===== src/rtl/mtat_pkg.sv =====
// Shared types, sizes and codes of the multi-timer action table.
// Used by every module in this folder but mtat_ram; it depends on nothing.
package mtat_pkg;

  localparam int MAX_ENTRIES = 16;
  localparam int MAX_STEPS   = 8;
  localparam int SLOT_W      = $clog2(MAX_ENTRIES);
  localparam int CNT_W       = $clog2(MAX_ENTRIES + 1);
  localparam int STEP_W      = $clog2(MAX_STEPS);
  localparam int STEPC_W     = $clog2(MAX_STEPS + 1);
  localparam int RAM_DEPTH   = MAX_ENTRIES * MAX_STEPS;
  localparam int RAM_AW      = $clog2(RAM_DEPTH);
  localparam int TIMER_W     = 34;

  localparam logic [2:0] OP_TICK       = 3'd0;
  localparam logic [2:0] OP_ONE_SHOT   = 3'd1;
  localparam logic [2:0] OP_REPEAT     = 3'd2;
  localparam logic [2:0] OP_SEQ_STEP   = 3'd3;
  localparam logic [2:0] OP_CANCEL     = 3'd4;
  localparam logic [2:0] OP_CANCEL_ALL = 3'd5;
  localparam logic [2:0] OP_QUERY      = 3'd6;

  localparam logic [1:0] ST_OK       = 2'd0;
  localparam logic [1:0] ST_FULL     = 2'd1;
  localparam logic [1:0] ST_TOO_LONG = 2'd2;

  localparam logic [1:0] KIND_REPEAT = 2'd2;
  localparam logic [1:0] KIND_SEQ    = 2'd3;

  typedef struct packed {
    logic [2:0]  op;
    logic [31:0] time_value;
    logic [15:0] repeat_limit;
    logic        step_last;
    logic [15:0] query_id;
  } in_item_t;

  typedef struct packed {
    logic [1:0]       status;
    logic             fired;
    logic [15:0]      entry_id;
    logic [15:0]      event_index;
    logic             is_active;
    logic [CNT_W-1:0] active_count;
    logic             last;
  } out_item_t;

  typedef struct packed {
    logic [15:0]        id;
    logic [1:0]         kind;
    logic               alive;
    logic [TIMER_W-1:0] timer;
    logic [31:0]        interval;
    logic [15:0]        lim;
    logic [15:0]        done;
    logic [STEPC_W-1:0] step_now;
    logic [STEPC_W-1:0] step_total;
    logic [SLOT_W-1:0]  row;
  } slot_t;

  typedef struct packed {
    logic load;
    logic exec;
    logic tick_ex;
    logic tick_fin;
    logic srch;
    logic copy;
    logic send_resp;
    logic send_fire;
  } ctl_cmd_t;

  typedef struct packed {
    logic empty;
    logic last_slot;
    logic hit;
    logic go_copy;
    logic copy_end;
    logic emit_end;
    logic no_fire;
  } dp_stat_t;

endpackage


===== src/rtl/mtat_ctrl.sv =====
// Sequencing state machine of the timer table: walks, sweeps and result words.
// Depends on mtat_pkg for the command and status structs and op codes.
module mtat_ctrl (
  input  logic               clk,
  input  logic               rst_n,
  input  logic               start,
  input  logic [2:0]         in_op,
  input  mtat_pkg::dp_stat_t stat,
  output mtat_pkg::ctl_cmd_t cmd,
  output logic               busy
);
  import mtat_pkg::*;

  localparam logic [3:0] S_IDLE = 4'd0;
  localparam logic [3:0] S_TRD  = 4'd1;
  localparam logic [3:0] S_TEX  = 4'd2;
  localparam logic [3:0] S_TFIN = 4'd3;
  localparam logic [3:0] S_EMIT = 4'd4;
  localparam logic [3:0] S_EXEC = 4'd5;
  localparam logic [3:0] S_COPY = 4'd6;
  localparam logic [3:0] S_SRCH = 4'd7;
  localparam logic [3:0] S_RESP = 4'd8;

  logic [3:0] state_r, state_nxt;

  always_ff @(posedge clk) begin
    if (!rst_n) begin
      state_r <= S_IDLE;
    end else begin
      state_r <= state_nxt;
    end
  end

  always_comb begin
    state_nxt = state_r;
    cmd       = '0;
    case (state_r)
      S_IDLE: begin
        if (start) begin
          cmd.load = 1'b1;
          case (in_op)
            OP_TICK:              state_nxt = stat.empty ? S_TFIN : S_TRD;
            OP_CANCEL, OP_QUERY:  state_nxt = stat.empty ? S_RESP : S_SRCH;
            default:              state_nxt = S_EXEC;
          endcase
        end
      end
      // The step RAM read issued in S_TRD is consumed in S_TEX.
      S_TRD: state_nxt = S_TEX;
      S_TEX: begin
        cmd.tick_ex = 1'b1;
        state_nxt   = stat.last_slot ? S_TFIN : S_TRD;
      end
      S_TFIN: begin
        cmd.tick_fin = 1'b1;
        state_nxt    = stat.no_fire ? S_RESP : S_EMIT;
      end
      S_EMIT: begin
        cmd.send_fire = 1'b1;
        if (stat.emit_end) begin
          state_nxt = S_IDLE;
        end
      end
      S_EXEC: begin
        cmd.exec  = 1'b1;
        state_nxt = stat.go_copy ? S_COPY : S_RESP;
      end
      S_COPY: begin
        cmd.copy = 1'b1;
        if (stat.copy_end) begin
          state_nxt = S_RESP;
        end
      end
      S_SRCH: begin
        cmd.srch = 1'b1;
        if (stat.hit || stat.last_slot) begin
          state_nxt = S_RESP;
        end
      end
      S_RESP: begin
        cmd.send_resp = 1'b1;
        state_nxt     = S_IDLE;
      end
      default: state_nxt = S_IDLE;
    endcase
  end

  assign busy = (state_r != S_IDLE);

endmodule


===== config.mk =====
export PLATFORM = sky130hd
export DESIGN_NAME = mtat_ctrl
export DESIGN_NICKNAME = d
export VERILOG_FILES = /design/src/rtl/mtat_pkg.sv /design/src/rtl/mtat_ctrl.sv
export SDC_FILE = /design/constraint.sdc
export NUM_CORES = 1
export LEC_CHECK = 0
export ABC_AREA = 1
export BUFFER_PORTS_ARGS = -buffer_cell sky130_fd_sc_hd__buf_2
export CAP_MARGIN = 10
export CORE_AREA = 4 4 41 43
export CTS_BUF_LIST = sky130_fd_sc_hd__clkbuf_4 sky130_fd_sc_hd__clkbuf_8 sky130_fd_sc_hd__clkbuf_16
export CTS_CLUSTER_DIAMETER = 120
export DETAILED_ROUTE_END_ITERATION = 8
export DIE_AREA = 0 0 45 47
export PLACE_DENSITY = 0.62
export SYNTH_ARGS = -nofsm -noshare
export SYNTH_HDL_FRONTEND = slang
export SYNTH_SLANG_ARGS = --single-unit

===== constraint.sdc =====
create_clock -name clk -period 1.5 [get_ports clk]
set_clock_uncertainty 0.05 [all_clocks]
set_input_delay 0.3 -clock clk [delete_from_list [all_inputs] [get_ports clk]]
set_output_delay 0.3 -clock clk [all_outputs]
set_load 0.01 [all_outputs]

# Yosys cells after proc, flatten, opt, wreduce, memory -nomap -nowiden
# Cells that the tools add are included.
# word_totals
register_bits,4
latchBits,0
ram_bits,0
rom_bits,0
inputBits,13
out_inout_bits,9
word_cells,41
mem_count,0
# op_classes
add_sub_neg,0
mul,0
n_div,0
order_cmp,0
n_eq_ne,14
shift,0
muxes,20
n_bitwise,0
reduce_logical,6
# op_table
cell,count
4-bit case mux with 8 select lines,1
4-bit 2-to-1 mux,7
4-bit by 3-bit == test with 1-bit output (second input constant),4
1-bit 2-to-1 mux,9
4-bit by 2-bit == test with 1-bit output (second input constant),2
2-bit inequality test (second input constant),4
4-bit case mux with 2 select lines,1
3-bit == test (second input constant),2
4-bit by 1-bit == test with 1-bit output (second input constant),1
4-bit == test (second input constant),1
4-bit logical NOT,1
2-bit 2-to-1 mux,2
4-bit AND reduction,1
4-bit nonzero test,1
3-bit logical NOT,1
2-bit OR reduction,1
1-bit logical OR,1

# Longest topological paths before layout
# Gate-level depths: netlist of run 1.
# logic_depth
depth_word,5
ltp_mapped,8
mapped_depth_nobuf,8

# Worst setup path before layout of run 1
# Ideal clock, no wire load.
# synth_path
path_type,register -> output
start,reg state_r[0]
end,out cmd[7] in the netlist's numbering
arrival_ns,0.884
required_time_ns,1.150
slack_ns,0.266
path_stages_with_launch,6
n_path_buf,0
path_cell_list,dfxtp_1 > inv_1 > nand2_1 > nor2_4 > inv_2 > nor2_1
# synth_lines
element,line_no,rtl
start: declaration,mtat_ctrl.sv:24,"logic [3:0] state_r, state_nxt;"
start signal: assignment,mtat_ctrl.sv:30,state_r <= state_nxt;
end: declaration,mtat_ctrl.sv:9,"output mtat_pkg::ctl_cmd_t cmd,"

==> flow_summary.ini, run 1 <==
[yosys]
synthesis.area_um2 = 390
yosysTopAreaCellShare_pct = 20.5
seq_area_frac_synth_pct = 20.5
synth-compound-area-share_pct = 9.62
syn_inst = 73
muxShareOfSynthArea_pct = 0
yosysWarnings = 0
synth_xor_area_share_pct = 0
avgSynthCellArea_um2 = 5.35
syn_nets = 86
ys_ff_latch = 4
synth_top_family_by_area = simple AND/OR/NAND/NOR gates
ys_types = 15
yosys.area.top_type = dfxtp_1
ys_top_cells_by_area = dfxtp_1 21%, nand2_1 16%, nand3_1 12%
synth_simple_gate_area_share_pct = 56.4
yosys.area_share.adder_pct = 0

[final_layout]
final_cell_area_um2 = 568
areaGrowthSynthToFinish_pct = 45.5
drive_above_1_share_pct = 44.9
nNetsFinal = 113
final_cells = 113
multi_input_area_um2 = 275
top_regs = state_r x4
antennaDiodeCount = 0
largest_reg_flops = 4
largest_register = state_r
n_fill_cell = 151
seqCellArea_um2 = 83.8

[detailed_routing]
drt_iter0_drc = 11
firstDrtPassIters = 4
vias = 510
ant_nets = 0
post_drt_via_cell_ratio = 4.51
detail_route.wl_per_cell_um = 9.35
drt-total-wl_um = 1060
drc_errors = 0

[placed_design]
dp_slack_ns = 0.168
io_buffers = 21
globalplace.congestion = 0.831
placed_area_um2 = 514
dp.cells = 109
dp_hpwl_um = 911

[setup_path]
crit_type = reg -> out
cp-startpoint = state_r[1]$_SDFFE_PN0P_
r2r-start = state_r[2]$_SDFFE_PN0P_
max_stage_delay_ns = 0.39
crit_slowest_cell = dfxtp_2
cp-end-kind = output port
arrival_ns = 1.10
crit_buf_inv = 3
crit_chain = inv_4 > nor2_1 > nand2_1 > inv_2 > buf_2
crit_path_max_fanout = 5
cp.required_ns = 1.15
worstSetupStartpointType = flop
crit_family = flip-flops

[grt]
antenna_found_initial = 0
grt_pass1_vias = 439
grt_start_max_net_pins = 6
track_usage_pct = 11.7
grt_overflow_total = 0
grt_pass1_wl_um = 1790

[clock_tree]
htree_levels = 1
cts_buffers = 3
clock-sinks = 4
clk_latency_ns = 0.23
cts_tree = yes
cts_buffer_depth = 2
clk_pin_slew_ns = 0.03
root_buffer = clkbuf_4

[hold_path]
hp-start = rst_n
hp-class = in -> reg

[timing]
fmax_mhz = 690
worstMarginPinSlew_ns = 0.275
slew_headroom_pct = 81.6
rsz0062_at_grt = true
setup_viol = 0
hold_viol = 0
fin_ws_ns = 0.0498
period_minus_slack_ns = 1.45
finalCritPeriodShare_pct = 96.7
finalSetupTns_ns = 0
slew_viol_final = 0

[floorplanning]
io_pins = 22
die_x_um = 45
chipHeight_um = 47
start_util_pct = 30.0
core_area_um2 = 1300
rows = 13
die-area_um2 = 2120

[power]
p_total_mw = 0.926
p_leak_nw = 0.324
power_density_nw_per_um2 = 1630
peakVddDrop_uv = 569

[outcome]
outcome = completed

[job]
maxCapViolations = 0
[layer usage]
layer  track usage [%]  part of all wire (%)
met5                 0                     0
met4              5.26                   1.5
met3              1.15                   5.6
met2              19.2                    47
met1              15.5                    46
[report_power, final]
part | total, mW | internal (mW) | switching, mW
sequential | 0.205 | 0.149 | 0.0567
clock | 0.128 | 0.0891 | 0.0388
combinational | 0.593 | 0.236 | 0.357
[synthesized netlist by cell type]
| cell | count |
|---|---|
| o21ai_1 | 1 |
| inv_1 | 11 |
| nor2_4 | 1 |
| nor3_1 | 4 |
| dfxtp_1 | 4 |
| o211ai_1 | 1 |
| nor2_2 | 2 |
| nand2_1 | 17 |
| nor2_1 | 11 |
| o21ai_0 | 2 |
| nand3b_1 | 1 |
| inv_2 | 3 |
| nand3_1 | 9 |
| nand2_2 | 3 |
| a21oi_1 | 3 |
[what timing repair did]
item | 4_1_cts | 5_1_grt
setup buffers | 1 | 0
endpoints found under the setup margin | 4 | 10
hold buffers | 0 | 0
pin swaps | 1 | 1
gates resized for setup | 3 | 9
[logic make-up after synthesis]
kind of cell	Yosys count
AOI/OAI and AO/OA	7
DFF	4
and+or+nand+nor	48
buffers and inverters	14
[stage by stage]
stage,hold slack (ns),utilization [%]
3_5_place_dp,0.486,39.5
6_report,0.284,43.7
2_1_floorplan,0.412,-
4_1_cts,0.277,42.1
3_3_place_gp,0.473,39.5
5_1_grt,0.316,43.7
[cell usage in the layout, fill, tap and decap left out, types with 2 or more instances in the layout]
cell      synthesis  routed
nor2_2            2       2
o21ai_0           2       2
nand2_2           3       5
dfxtp_2           0       3
inv_2             3       5
clkbuf_4          0       3
nor2_1           11      11
inv_1            11       8
nand3_1           9       9
nor3_1            4       3
nand2_1          17      14
a21oi_1           3       3
buf_2             0      21
[worst paths after layout]
kind / end / slack [ns] / cells past startpoint
min: state_r[3]$_SDFFE_PN0P_ / 0.28 / 3
min reg2reg: state_r[2]$_SDFFE_PN0P_ / 0.48 / 2
max reg2reg: state_r[2]$_SDFFE_PN0P_ / 0.24 / 6
max: cmd[5] / 0.05 / 5
[worst reg2reg max path, stage by stage (launching register included)]
cell	delay (ns)
dfxtp_2	0.36
inv_2	0.06
nor2_1	0.23
nand3b_1	0.16
nand2_2	0.11
o21ai_0	0.08
a21oi_1	0.14
[cell type report]
type / instances / area share [%]
tap: 15 / 3.30
inverter: 14 / 9.69
multi-input combinational: 55 / 48.5
clock buffer: 3 / 3.96
timing repair buffer: 22 / 19.8
sequential: 4 / 14.8
No activity file was read; power rests on OpenSTA's default activity.
==> run 2: changes to the inputs <==
Clock period 1.5 ns to 1.9 ns, I/O delays scaled along.
==> flow_summary.ini, run 2 (synthesis results as in run 1) <==
[placed_design]
dp.cells = 109
dp_hpwl_um = 935
globalplace.congestion = 0.837
io_buffers = 21

[final_layout]
top_regs = state_r x4
final_core_util_pct = 41.3
n_fill_cell = 163
final_common_cell = buf_2
most-common-layout-cells = 21 x buf_2, 17 x nand2_1, 11 x inv_1, 11 x nor2_1, 9 x nand3_1
drive_above_1_share_pct = 34.0
largest_reg_flops = 4
antennaDiodeCount = 0
largest_register = state_r
areaGrowthSynthToFinish_pct = 37.5
final_cells = 112
nNetsFinal = 112

[setup_path]
crit_path_max_fanout = 5
crit_type = reg -> out
worstSetupStartpointType = flop
max_stage_delay_ns = 0.34
arrival_ns = 1.25
worst-r2r-cell-count = 7
cp-end-kind = output port
cp.required_ns = 1.47
crit_chain = inv_1 > nand2_1 > nor2_4 > inv_2 > nor2_1 > buf_2
crit_family = simple AND/OR/NAND/NOR gates
cp.depth = 6
crit_slowest_cell = dfxtp_1
crit_buf_inv = 3

[clock_tree]
cts_tree = yes
cts_buffer_depth = 2
clk_pin_slew_ns = 0.04
post_cts_buffers = 0
ctsHoldBuffers = 0
clk_latency_ns = 0.24
ctsResizeCount = 0
clock-sinks = 4
htree_levels = 1
cts_buffers = 3
root_buffer = clkbuf_4

[detailed_routing]
vias = 508
drc_errors = 0
detail_route.wl_per_cell_um = 9.91
drt-total-wl_um = 1110
drt_iter0_drc = 21
firstDrtPassIters = 4
ant_nets = 0
post_drt_via_cell_ratio = 4.54

[power]
power_density_nw_per_um2 = 1250
p_clk_share_pct = 15.8
p_total_mw = 0.671
p_int_mw = 0.332
combPwrFrac_pct = 62.1
peakVddDrop_uv = 406
power_frac_seq_pct = 22.1
p_leak_nw = 0.316
power_switching_mw = 0.339
p_sw_share_pct = 50.6

[floorplanning]
start_util_pct = 30.0
die_x_um = 45
die-area_um2 = 2120
rows = 13
io_pins = 22
chipHeight_um = 47
core_area_um2 = 1300

[timing]
fmax_mhz = 595
rsz0062_at_grt = false
hold_viol = 0
finalCritPeriodShare_pct = 88.4
finalSetupTns_ns = 0
slew_viol_final = 0
slew_headroom_pct = 82.3
worstMarginPinSlew_ns = 0.264
period_minus_slack_ns = 1.68
setup_viol = 0

[grt]
grt_pass1_vias = 485
antenna_found_initial = 0
grt_start_max_net_pins = 6
track_usage_pct = 11.8
grt_pass1_wl_um = 1830
grt_overflow_total = 0

[outcome]
outcome = completed

[hold_path]
min_delay_path_depth = 3
hp-class = in -> reg

[job]
maxCapViolations = 0
run 2: cell type report:
type                            count  area [um^2]  area share (%)
Clock buffer                        3         22.5            4.20
Timing Repair Buffer               21          105            19.6
Tap cell                           15         18.8            3.50
Inverter                           14         52.6            9.79
Sequential cell                     4         80.1            14.9
Multi-Input combinational cell     55          258            48.0
run 2: final timing paths:
path | startpoint | to | slack, ns
worst max register to register | state_r[2]$_SDFFE_PN0P_ | state_r[3]$_SDFFE_PN0P_ | 0.59
worst min-delay path | rst_n | state_r[2]$_SDFFE_PN0P_ | 0.38
worst max-delay path | state_r[0]$_SDFFE_PN0P_ | cmd[7] | 0.22
worst min register to register | state_r[2]$_SDFFE_PN0P_ | state_r[2]$_SDFFE_PN0P_ | 0.49
run 2: routing by layer:
layer / GRT usage [%] / wire [um] / share of wire, % / vias to the layer above
met1: 14.5 / 499 / 45 / 214
met2: 19.8 / 541 / 49 / 15
met5: 0 / 0 / 0 / -
met3: 1.15 / 51 / 4.6 / 2
li1: - / - / - / 277
met4: 7.02 / 17 / 1.5 / 0
run 2: power by group through the flow:
stage / Clock [mW] / Combinational (mW) / Sequential [mW]
4_1_cts: 0.109 / 0.420 / 0.147
3_3_place_gp: 0 / 0.416 / 0.147
6_report: 0.106 / 0.417 / 0.149
2_1_floorplan: 0 / 0.305 / 0.140
5_1_grt: 0.118 / 0.477 / 0.155
3_5_place_dp: 0 / 0.418 / 0.149
run 2: per-stage QoR:
stage / worst slack, ns / hold slack, ns / area, um^2
after floorplan: 0.586 / 0.443 / 390
after global placement: 0.500 / 0.476 / 514
after detailed placement: 0.469 / 0.482 / 514
after CTS: 0.213 / 0.381 / 537
after global routing: 0.122 / 0.408 / 537
final: 0.221 / 0.383 / 537
run 2: tightest hold or removal path, stage by stage:
cell and delay (ns):
buf_2 0.08, inv_1 0.06, a21oi_1 0.11
